--- src/sha512_pkg.sv ---
// SHA-512 package: round constants, initial hash values, helper functions and
// the command/status structs shared by the controller and the datapath.
// No dependencies.
package sha512_pkg;

    localparam int unsigned ROUNDS = 80;
    localparam int unsigned BLOCK_BYTES = 128;
    localparam int unsigned LEN_POS = 112;

    typedef logic [63:0] word_t;

    function automatic word_t round_k(input logic [6:0] r);
        word_t k;
        begin
            case (r)
                7'd0: k = 64'h428a2f98d728ae22;  7'd1: k = 64'h7137449123ef65cd;
                7'd2: k = 64'hb5c0fbcfec4d3b2f;  7'd3: k = 64'he9b5dba58189dbbc;
                7'd4: k = 64'h3956c25bf348b538;  7'd5: k = 64'h59f111f1b605d019;
                7'd6: k = 64'h923f82a4af194f9b;  7'd7: k = 64'hab1c5ed5da6d8118;
                7'd8: k = 64'hd807aa98a3030242;  7'd9: k = 64'h12835b0145706fbe;
                7'd10: k = 64'h243185be4ee4b28c; 7'd11: k = 64'h550c7dc3d5ffb4e2;
                7'd12: k = 64'h72be5d74f27b896f; 7'd13: k = 64'h80deb1fe3b1696b1;
                7'd14: k = 64'h9bdc06a725c71235; 7'd15: k = 64'hc19bf174cf692694;
                7'd16: k = 64'he49b69c19ef14ad2; 7'd17: k = 64'hefbe4786384f25e3;
                7'd18: k = 64'h0fc19dc68b8cd5b5; 7'd19: k = 64'h240ca1cc77ac9c65;
                7'd20: k = 64'h2de92c6f592b0275; 7'd21: k = 64'h4a7484aa6ea6e483;
                7'd22: k = 64'h5cb0a9dcbd41fbd4; 7'd23: k = 64'h76f988da831153b5;
                7'd24: k = 64'h983e5152ee66dfab; 7'd25: k = 64'ha831c66d2db43210;
                7'd26: k = 64'hb00327c898fb213f; 7'd27: k = 64'hbf597fc7beef0ee4;
                7'd28: k = 64'hc6e00bf33da88fc2; 7'd29: k = 64'hd5a79147930aa725;
                7'd30: k = 64'h06ca6351e003826f; 7'd31: k = 64'h142929670a0e6e70;
                7'd32: k = 64'h27b70a8546d22ffc; 7'd33: k = 64'h2e1b21385c26c926;
                7'd34: k = 64'h4d2c6dfc5ac42aed; 7'd35: k = 64'h53380d139d95b3df;
                7'd36: k = 64'h650a73548baf63de; 7'd37: k = 64'h766a0abb3c77b2a8;
                7'd38: k = 64'h81c2c92e47edaee6; 7'd39: k = 64'h92722c851482353b;
                7'd40: k = 64'ha2bfe8a14cf10364; 7'd41: k = 64'ha81a664bbc423001;
                7'd42: k = 64'hc24b8b70d0f89791; 7'd43: k = 64'hc76c51a30654be30;
                7'd44: k = 64'hd192e819d6ef5218; 7'd45: k = 64'hd69906245565a910;
                7'd46: k = 64'hf40e35855771202a; 7'd47: k = 64'h106aa07032bbd1b8;
                7'd48: k = 64'h19a4c116b8d2d0c8; 7'd49: k = 64'h1e376c085141ab53;
                7'd50: k = 64'h2748774cdf8eeb99; 7'd51: k = 64'h34b0bcb5e19b48a8;
                7'd52: k = 64'h391c0cb3c5c95a63; 7'd53: k = 64'h4ed8aa4ae3418acb;
                7'd54: k = 64'h5b9cca4f7763e373; 7'd55: k = 64'h682e6ff3d6b2b8a3;
                7'd56: k = 64'h748f82ee5defb2fc; 7'd57: k = 64'h78a5636f43172f60;
                7'd58: k = 64'h84c87814a1f0ab72; 7'd59: k = 64'h8cc702081a6439ec;
                7'd60: k = 64'h90befffa23631e28; 7'd61: k = 64'ha4506cebde82bde9;
                7'd62: k = 64'hbef9a3f7b2c67915; 7'd63: k = 64'hc67178f2e372532b;
                7'd64: k = 64'hca273eceea26619c; 7'd65: k = 64'hd186b8c721c0c207;
                7'd66: k = 64'heada7dd6cde0eb1e; 7'd67: k = 64'hf57d4f7fee6ed178;
                7'd68: k = 64'h06f067aa72176fba; 7'd69: k = 64'h0a637dc5a2c898a6;
                7'd70: k = 64'h113f9804bef90dae; 7'd71: k = 64'h1b710b35131c471b;
                7'd72: k = 64'h28db77f523047d84; 7'd73: k = 64'h32caab7b40c72493;
                7'd74: k = 64'h3c9ebe0a15c9bebc; 7'd75: k = 64'h431d67c49c100d4c;
                7'd76: k = 64'h4cc5d4becb3e42b6; 7'd77: k = 64'h597f299cfc657e2a;
                7'd78: k = 64'h5fcb6fab3ad6faec; 7'd79: k = 64'h6c44198c4a475817;
                default: k = 64'h0;
            endcase
            return k;
        end
    endfunction

    function automatic word_t init_hash(input logic [2:0] i);
        word_t h;
        begin
            case (i)
                3'd0: h = 64'h6a09e667f3bcc908;
                3'd1: h = 64'hbb67ae8584caa73b;
                3'd2: h = 64'h3c6ef372fe94f82b;
                3'd3: h = 64'ha54ff53a5f1d36f1;
                3'd4: h = 64'h510e527fade682d1;
                3'd5: h = 64'h9b05688c2b3e6c1f;
                3'd6: h = 64'h1f83d9abfb41bd6b;
                default: h = 64'h5be0cd19137e2179;
            endcase
            return h;
        end
    endfunction

    function automatic word_t rotr(input word_t x, input int unsigned n);
        return (x >> n) | (x << (64 - n));
    endfunction

    // Commands from the controller to the datapath.
    typedef struct packed {
        logic       write_byte;   // store byte_val at the fill position
        logic [7:0] byte_val;
        logic       count_byte;   // add 8 to the bit count
        logic       start_comp;   // load schedule and working vars
        logic       round_en;     // run one round
        logic       finish_comp;  // add working vars into hash words
        logic       snap_len;     // latch the bit count for padding
        logic       restart;      // back to initial hash, zero count/fill
    } sha_cmd_t;

    // Status from the datapath.
    typedef struct packed {
        logic [6:0]  fill;
        logic [6:0]  round;
        logic [127:0] len;
    } sha_stat_t;

endpackage

--- src/sha512_ctrl.sv ---
// SHA-512 controller: sequences byte intake, padding, compression and digest
// output. Depends on sha512_pkg.
module sha512_ctrl import sha512_pkg::*; (
    input  logic       aclk,
    input  logic       aresetn,
    input  logic       s_valid,
    output logic       s_ready,
    input  logic [7:0] s_data_byte,
    input  logic       s_has_byte,
    input  logic       s_is_last,
    output logic       m_valid,
    input  logic       m_ready,
    output logic [2:0] m_word_index,
    output logic       m_last_word,
    output logic [2:0] rd_index,
    output sha_cmd_t   cmd,
    input  sha_stat_t  stat
);

    localparam logic [2:0] ST_IDLE = 3'd0;
    localparam logic [2:0] ST_COMP = 3'd1;
    localparam logic [2:0] ST_FIN  = 3'd2;
    localparam logic [2:0] ST_PAD  = 3'd3;
    localparam logic [2:0] ST_OUT  = 3'd4;

    logic [2:0] state_reg, state_next;
    logic       pad_reg, pad_next;      // padding in progress
    logic       first_reg, first_next;  // 0x80 byte not yet written
    logic       skip_reg, skip_next;    // length goes into the next block
    logic [2:0] idx_reg, idx_next;
    logic [7:0] pad_byte;
    logic [3:0] len_sel;

    always_comb begin
        len_sel = 4'(stat.fill - 7'(LEN_POS));
        pad_byte = 8'h00;
        if (first_reg) pad_byte = 8'h80;
        else if (!skip_reg && stat.fill >= 7'(LEN_POS)) begin
            pad_byte = stat.len[8'(127 - 8*len_sel) -: 8];
        end
    end

    always_comb begin
        state_next = state_reg;
        pad_next   = pad_reg;
        first_next = first_reg;
        skip_next  = skip_reg;
        idx_next   = idx_reg;
        cmd        = '0;
        s_ready    = 1'b0;
        m_valid    = 1'b0;
        cmd.byte_val = s_data_byte;
        case (state_reg)
            ST_IDLE: begin
                s_ready = 1'b1;
                if (s_valid) begin
                    cmd.write_byte = s_has_byte;
                    cmd.count_byte = s_has_byte;
                    if (s_has_byte && stat.fill == 7'd127) begin
                        cmd.start_comp = 1'b1;
                        state_next = ST_COMP;
                        pad_next = s_is_last;
                        first_next = s_is_last;
                    end else if (s_is_last) begin
                        state_next = ST_PAD;
                        pad_next = 1'b1;
                        first_next = 1'b1;
                    end
                end
            end
            ST_PAD: begin
                cmd.write_byte = 1'b1;
                cmd.byte_val = pad_byte;
                cmd.snap_len = first_reg;
                first_next = 1'b0;
                // A 0x80 at or past the length field leaves no room for the length.
                if (first_reg && stat.fill >= 7'(LEN_POS)) skip_next = 1'b1;
                if (stat.fill == 7'd127) begin
                    cmd.start_comp = 1'b1;
                    state_next = ST_COMP;
                end
            end
            ST_COMP: begin
                if (pad_reg && first_reg) cmd.snap_len = 1'b1;
                cmd.round_en = 1'b1;
                if (stat.round == 7'(ROUNDS - 1)) state_next = ST_FIN;
            end
            ST_FIN: begin
                cmd.finish_comp = 1'b1;
                if (!pad_reg) state_next = ST_IDLE;
                else if (first_reg || skip_reg) begin
                    state_next = ST_PAD;
                    skip_next = 1'b0;
                end else begin
                    // The block that held the length is done.
                    state_next = ST_OUT;
                    idx_next = '0;
                end
            end
            ST_OUT: begin
                m_valid = 1'b1;
                if (m_ready) begin
                    idx_next = idx_reg + 3'd1;
                    if (idx_reg == 3'd7) begin
                        cmd.restart = 1'b1;
                        pad_next = 1'b0;
                        state_next = ST_IDLE;
                    end
                end
            end
            default: state_next = ST_IDLE;
        endcase
    end

    // In ST_FIN after a padded block, fill is 0. Another padding block follows
    // when the 0x80 is still to be written, or when it landed in the length
    // field's bytes so that the block carried only zeros after it.
    always_ff @(posedge aclk) begin
        if (!aresetn) begin
            state_reg <= ST_IDLE;
            pad_reg   <= 1'b0;
            first_reg <= 1'b0;
            skip_reg  <= 1'b0;
            idx_reg   <= '0;
        end else begin
            state_reg <= state_next;
            pad_reg   <= pad_next;
            first_reg <= first_next;
            skip_reg  <= skip_next;
            idx_reg   <= idx_next;
        end
    end

    assign rd_index     = idx_reg;
    assign m_word_index = idx_reg;
    assign m_last_word  = (idx_reg == 3'd7);

    a_out_only_in_out: assert property (@(posedge aclk) disable iff (!aresetn)
        m_valid |-> state_reg == ST_OUT) else $error("result shown outside output state");
    a_no_accept_busy: assert property (@(posedge aclk) disable iff (!aresetn)
        s_ready |-> !m_valid) else $error("input taken while digest pending");
    a_comp_entry: assert property (@(posedge aclk) disable iff (!aresetn)
        cmd.start_comp |=> state_reg == ST_COMP && stat.round == 7'd0)
        else $error("compression did not start cleanly");

endmodule

--- config.mk ---
export PLATFORM = sky130hd
export DESIGN_NAME = sha512_ctrl
export DESIGN_NICKNAME = d
export VERILOG_FILES = /design/src/sha512_pkg.sv /design/src/sha512_ctrl.sv
export SDC_FILE = /design/constraint.sdc
export NUM_CORES = 1
export LEC_CHECK = 0
export BUFFER_PORTS_ARGS = -buffer_cell sky130_fd_sc_hd__buf_2
export CAP_MARGIN = 40
export CORE_MARGIN = 5
export CORE_UTILIZATION = 36
export CTS_CLUSTER_DIAMETER = 120
export DETAILED_ROUTE_END_ITERATION = 10
export GPL_ROUTABILITY_DRIVEN = 0
export PLACE_DENSITY_LB_ADDON = 0.05
export SETUP_SLACK_MARGIN = 0.1
export SYNTH_ARGS = -nofsm -noshare
export SYNTH_HDL_FRONTEND = slang
export SYNTH_SLANG_ARGS = --single-unit
export TNS_END_PERCENT = 100
--- constraint.sdc ---
create_clock -name aclk -period 2.2 [get_ports aclk]
set_input_delay 0.11 -clock aclk [delete_from_list [all_inputs] [get_ports aclk]]
set_output_delay 0.11 -clock aclk [all_outputs]
set_load 0.005 [all_outputs]
# Yosys cells after proc, flatten, opt, wreduce, memory -nomap -nowiden
# Cells that the tools add are included.
[classes]
addsub = 3
order_cmp = 1
n_eq_ne = 17
n_shift = 1
n_mux = 44
reduce_logical = 16
[ops]
columns = ["cell", "count"]
rows = [
  ["135-bit by 9-bit variable part select with 8-bit output", 1],
  ["3-bit two-way mux", 12],
  ["8-bit two-way mux", 3],
  ["1-bit two-way mux", 20],
  ["2-bit inequality test (second input constant)", 9],
  ["3-bit case mux with 5 select lines", 1],
  ["7-bit == test (second input constant)", 2],
  ["1-bit case mux with 2 select lines", 6],
  ["4-bit AND reduction", 2],
  ["2-bit nonzero test", 4],
  ["7-bit by 7-bit subtractor with 8-bit output (first input constant)", 1],
  ["7-bit >= comparator (second input constant)", 1],
  ["3-bit by 2-bit == test with 1-bit output (second input constant)", 2],
  ["3-bit == test (second input constant)", 2],
  ["3-bit case mux with 2 select lines", 1],
  ["6-bit AND reduction", 1],
  ["5-bit AND reduction", 1],
  ["1-bit logical AND", 4],
  ["4-bit by 1-bit subtractor with 4-bit output (second input constant)", 1],
  ["3-bit by 1-bit adder with 3-bit output (second input constant)", 1],
  ["3-bit by 1-bit == test with 1-bit output (second input constant)", 1],
  ["3-bit logical NOT", 1],
  ["3-bit inequality test (second input constant)", 1],
  ["3-bit AND reduction", 1],
  ["other kinds (3)", 3],
]
[word_totals]
register_bits = 9
input_bits = 156
word_cells = 87

# Longest topological paths before layout
# Gate-level depths: netlist (run 1).
[logic_depth]
word_depth = 6
depth_mapped = 6

# Worst setup path before layout (run 1)
# OpenSTA, ideal clock, no wires.
[synth_timing]
path_type = "register to register"
from = "register idx_reg[0] (netlist: m_word_index[0])"
to = "register state_reg[0]"
setup_ns = 0.121
t_arrival_ns = 1.514
t_required_ns = 2.079
path_slack_ns = 0.565
stages_incl_launch_ff = 7
cell_sequence = "dfxtp_1 -> ha_1 -> ha_1 -> nand2_1 -> o21ai_0 -> o311ai_0 -> a2bb2o_1"
[synth_via]
elab_chain_len = 3
[synth_lines]
columns = ["item", "line", "rtl"]
rows = [
  ["from (decl)", "sha512_ctrl.sv:30", "logic [2:0] idx_reg, idx_next;"],
  ["from (signal assigned)", "sha512_ctrl.sv:130", "idx_reg <= idx_next;"],
  ["3-bit == test", "-", ""],
  ["named net m_last_word", "sha512_ctrl.sv:14", "output logic m_last_word,"],
  ["2-bit inequality test (no line)", "-", ""],
  ["6-bit AND reduction (no line)", "-", ""],
  ["to (signal assigned)", "sha512_ctrl.sv:126", "state_reg <= state_next;"],
  ["to (decl)", "sha512_ctrl.sv:26", "logic [2:0] state_reg, state_next;"],
]
# The timed path passes the listed nets, and every way through them passes these cells.
# A chain may end at the register's enable or synchronous reset.

==> qor.yml, run 1 <==
core_um2: 4690
multiInputGateArea_um2: 1430
overflow: 0
die_area_um2: 6250
antenna_found_initial: 0
ys.flop_type: "dfxtp_1"
crit_type: "reg2out"
setup_viol: 0
synth_warnings: 0
slowest_delay_ns: 0.50
status: "finished, final reports clean"
start_kind: "flop"
end_kind: "primary output"
post_drt_wl_per_cell_um: 18.7
clock.fmax_mhz: 525
min_period_ns: 1.90
worstPathCellList: "and3b_2, nand2_2, or4_4, o221ai_1, buf_2"
period_share_pct: 86.5
numCtsBuffers: 3
drv_slew: 0
fill_cells: 442
drtIter0Drc: 167
switchingPower_uw: 406
ys_async_sr_fraction_pct: 0
cts.sinks: 9
clock-skew-final_ns: 0.00180
seq_area_frac_synth_pct: 10.5
power_frac_seq_pct: 19.1
drc: 0
num-nets-final: 493
worst_ep_arrival_time_ns: 1.79
synthTopCellsByCount: "mux4_2, mux2i_1, nand2_1, dfxtp_1"
htree_levels: 1
synthCells: 162
cts_tree: "built"
finalSetupTns_ns: 0
cap_violations: 0
ys_ff_latch: 9
netlist-cell-type-count: 44
critical_path_required_ns: 2.09
synth_edf_count: 0
io_buffers: 179
wl_um: 7260
dr.pass1.iters: 6
num_vias: 2203
synth_top_cell_by_area: "mux4_2"
worstPathMaxFanout: 7
dp_slack_ns: 0.408
hold_viol: 0
rsz0062_at_grt: "no"
pwr-share-clk_pct: 18.5
synth_nets: 320
p_sw_share_pct: 37.2
synthTopCellsByArea: "mux4_2, dfxtp_1, mux2i_1, o221ai_1, nand2_1"
cts_hold_buf: 0
syn_area_um2: 1720
dp_hpwl_um: 6050
slew_headroom_pct: 51.8
cts_max_path_buffers: 2
avgViaCountPerCell: 5.68
clk-insertion-delay-late_ns: 0.24
p_total_mw: 1.09
holdWs_ns: 0.178
die_w_um: 79.1
synth_top_area_share_pct: 40.6
diodes: 0
syn_avg_cell_area_um2: 10.6
num_rows: 25
cts-root-buf: "clkbuf_8"
power_leakage_nw: 1.37
dpl.cell_count: 384
grt_pass1_wl_um: 10800
ir_worst_vdd_mv: 0.313
grt_use_total_pct: 22.1
power_density_nw_per_um2: 406
tightest_slew_ns: 0.723
p_comb_share_pct: 62.4
cts.clk_slew.worst_paths_ns: 0.05
yosysMostFrequentCell: "mux4_2"
critPathSlowestCell: "or4_4"
die_h_um: 79.1
hold_class: "in2reg"
io-pin-count: 180
grt_max_degree: 34
final_cells: 388
grt_pass1_vias: 2233
final_antenna_net_count: 0
area_growth_pct: 56.7
setup_ws_ns: 0.297
regArea_um2: 180
internal-power_uw: 687
drive_gt1_share_pct: 67.4
start_util_pct: 36.6
power groups by stage:
stage                     sequential [mW]  clock (mW)  combinational (mW)
after detailed placement            0.210           0               0.679
after global routing                0.212       0.210               0.748
final                               0.209       0.202               0.683
after floorplan                     0.208           0               0.381
after global placement              0.211           0               0.672
after CTS                           0.207       0.204               0.682
cells by family (layout without fill, tap and decap cells):
family | Yosys count | in the layout | synth area share [%]
compound gates | 32 | 32 | 14.2
fa+ha+maj | 2 | 2 | 1.46
buf+inv | 21 | 193 | 6.63
flops | 9 | 9 | 10.5
mux | 49 | 49 | 51.2
simple gates | 49 | 49 | 16.0
per-layer routing:
layer	global-route usage, %	routed length, um
met1	28.1	2590
met3	5.44	851
met2	38.4	3740
met5	0	0
met4	3.78	82
through the flow:
| step | area, um^2 | util (%) |
|---|---|---|
| finish | 2690 | 57.4 |
| global route | 2690 | 57.4 |
| CTS | 2690 | 57.3 |
| detailed placement | 2640 | 56.3 |
| global placement | 2640 | 56.3 |
| floorplan | 1720 | - |
repair_timing:
item,in CTS,in global routing
setup endpoints to repair,0,7
setup buffers,0,0
gates resized for setup,0,1
final timing paths:
kind                                        to  depth (start not counted)                         start  slack, ns
setup reg to reg     state_reg[0]$_SDFFE_PN0P_                          6  m_word_index[0]$_SDFFE_PN0P_       0.40
hold reg to reg   m_word_index[0]$_SDFFE_PN0P_                          2  m_word_index[0]$_SDFFE_PN0P_       0.58
hold / removal          first_reg$_SDFFE_PN0P_                          3                       aresetn       0.18
setup / recovery                        cmd[7]                          5     state_reg[2]$_SDFFE_PN0P_       0.30
layout make-up:
class                   count  share of cell area, %
flip-flops and latches      9                   6.69
repair buffers            186                   35.7
inverters                   3                  0.418
multi-input cells         132                   53.0
well taps                  54                   2.51
clock buffers               4                   1.67
placed cells by master (no fill, tap or decap), types with 2 or more instances in the layout:
cell	instances
buf_4	6
nand2b_1	4
nor4bb_1	2
and3_1	2
nand3_1	6
o21ai_0	7
nor3b_1	2
a21oi_1	2
clkbuf_8	3
mux2i_1	17
buf_2	179
mux4_2	31
dfxtp_1	9
ha_1	2
nor2_1	3
a211oi_1	2
inv_1	3
nand2_1	12
nor2b_1	5
o221ai_1	7
a22oi_1	3
and2_1	2
nand4_1	4
nor3_1	2
critical path: cells and delay by family (launching register included):
family	cells	cell delay, ns
and+or+nand+nor	3	0.85
DFF	1	0.30
AOI/OAI and AO/OA	1	0.22
buffers and inverters	1	0.17
(Power assumes the default switching activity.)
==> inputs of run 2 (changes only) <==
Settings changed: CORE_UTILIZATION 36 to 37, CTS_BUF_LIST set to sky130_fd_sc_hd__clkbuf_2 sky130_fd_sc_hd__clkbuf_4 sky130_fd_sc_hd__clkbuf_8.
==> run 2 against run 1 <==
Net effect: register-to-register slack about the same; clock skew up 0.0063 ns; clock power up 5%; power about the same.
==> qor.yml, run 2 (synthesized netlist as in run 1, its figures left out) <==
tightest_slew_ns: 0.735  # was 0.723 ns
ir_worst_vdd_mv: 0.262  # was 0.313 mV
post_cts_buffers: 0  # unchanged
cts.clk_slew.worst_paths_ns: 0.05  # about the same
min_from: "aresetn"  # unchanged
dpl_cell_area_um2: 2630  # was 2640 um^2
finalSetupTns_ns: 0  # unchanged
r2r_cells: 6  # unchanged
start_kind: "flop"  # unchanged
htree_levels: 1  # unchanged
clock-skew-final_ns: 0.00805  # was 0.00180 ns
num-nets-final: 491  # was 493
drtIter0Drc: 112  # was 167
rsz0062_at_grt: "no"  # unchanged
dp_slack_ns: 0.273  # was 0.408 ns
drc: 0  # unchanged
p_total_mw: 1.09  # about the same
diodes: 0  # unchanged
clk-insertion-delay-late_ns: 0.23  # was 0.24 ns
power_density_nw_per_um2: 409  # was 406 nW/um^2
worst_ep_arrival_time_ns: 1.94  # was 1.79 ns
cts-root-buf: "clkbuf_8"  # unchanged
drive_gt1_share_pct: 67.5  # was 67.4%
slew_headroom_pct: 51.0  # was 51.8%
cap_violations: 0  # unchanged
final_common_cell: "buf_2"  # unchanged
final_antenna_net_count: 0  # unchanged
io-pin-count: 180  # unchanged
drv_slew: 0  # unchanged
die_h_um: 78.1  # was 79.1 um
io_buffers: 179  # unchanged
avgViaCountPerCell: 5.73  # was 5.68
grt_pass1_vias: 2211  # was 2233
crit_type: "reg2out"  # unchanged
reg2reg_to: "state_reg[0]$_SDFFE_PN0P_"  # unchanged
dp_hpwl_um: 6040  # was 6050 um
post_drt_wl_per_cell_um: 19.1  # was 18.7 um
cts.sinks: 9  # unchanged
antenna_found_initial: 0  # unchanged
hold_class: "in2reg"  # unchanged
clock.fmax_mhz: 488  # was 525 MHz
hold_viol: 0  # unchanged
cts_tree: "built"  # unchanged
layout_common_cells: "buf_2, mux4_2, mux2i_1"  # unchanged
r2r_slack_ns: 0.41  # was 0.40 ns
period_share_pct: 93.2  # was 86.5%
status: "finished, final reports clean"  # unchanged
grt_max_degree: 34  # unchanged
setup_ws_ns: 0.149  # was 0.297 ns
setup_viol: 0  # unchanged
critical_path_required_ns: 2.09  # about the same
fin_area_um2: 2680  # was 2690 um^2
holdWs_ns: 0.183  # was 0.178 ns
min_to: "first_reg$_SDFFE_PN0P_"  # unchanged
grt_pass1_wl_um: 10900  # was 10800 um
end_kind: "primary output"  # unchanged
cts_max_path_buffers: 2  # unchanged
power_leakage_nw: 1.37  # about the same
die_area_um2: 6110  # was 6250 um^2
worstPathMaxFanout: 9  # was 7
r2r-start: "m_word_index[0]$_SDFFE_PN0P_"  # unchanged
core_um2: 4440  # was 4690 um^2
wl_um: 7320  # was 7260 um
start_util_pct: 38.7  # was 36.6%
num_rows: 24  # was 25
overflow: 0  # unchanged
numCtsBuffers: 3  # unchanged
num_vias: 2201  # was 2203
grt_use_total_pct: 22.3  # was 22.1%
die_w_um: 78.1  # was 79.1 um
min_period_ns: 2.05  # was 1.90 ns
area_growth_pct: 55.9  # was 56.7%
dr.pass1.iters: 4  # was 6
holdPathStages: 3  # unchanged
==> run 2: cell count changes in the layout (fill, tap and decap cells not counted) <==
| cell | delta |
|---|---|
| buf_4 | -2 |
| clkbuf_4 | +1 |
| clkbuf_1 | -1 |
==> run 2: power by group <==
group	switching, mW	internal (mW)
clock network	0.0724	0.139
logic	0.302	0.370
registers	0.0223	0.188
total	0.397	0.697
==> run 2: stage by stage <==
stage / std cells / util, %
after global placement: 380 / 59.1
after detailed placement: 380 / 59.1
final: 384 / 60.3
after global routing: 384 / 60.3
after CTS: 384 / 60.3
after floorplan: 162 / -
==> run 2: repair_timing <==
action / CTS / global route
hold buffers: 0 / 0
gates resized for setup: 1 / 0
setup endpoints to repair: 7 / 0
==> run 2: area by class of cell <==
type,instances,area [um^2]
fill,390,1770
inverter,3,11.3
sequential,9,180
clock buffer,4,48.8
tap,52,65.1
multi-input combinational,132,1430
timing repair buffer,184,946
==> run 2: how the worst max path moves through the flow <==
| stage | end | cells past startpoint | from | slack [ns] |
|---|---|---|---|---|
| finish | cmd[6] | 5 | state_reg[2]$_SDFFE_PN0P_ | 0.15 |
| global route | cmd[6] | 5 | state_reg[2]$_SDFFE_PN0P_ | 0.11 |
| CTS | cmd[6] | 5 | state_reg[2]$_SDFFE_PN0P_ | 0.17 |
| detailed placement | cmd[6] | 5 | state_reg[2]$_SDFFE_PN0P_ | 0.27 |
| global placement | cmd[6] | 5 | state_reg[2]$_SDFFE_PN0P_ | 0.31 |
| floorplan | state_reg[0]$_SDFFE_PN0P_ | 6 | m_word_index[0]$_SDFFE_PN0P_ | 0.57 |
==> run 2: worst max-delay path, cell delays in order (launching register included) <==
cell      delay, ns
dfxtp_1        0.39
and3b_2        0.33
nand2_2        0.07
or4_4          0.50
o221ai_1       0.25
buf_2          0.17
==> run 2: layer usage <==
metal	track usage (%)	vias to the layer above	routed length, um
li1	-	1022	-
met5	0	-	0
met3	5.03	13	797
met4	5.94	0	160
met1	26.1	1030	2550
met2	40.9	136	3820
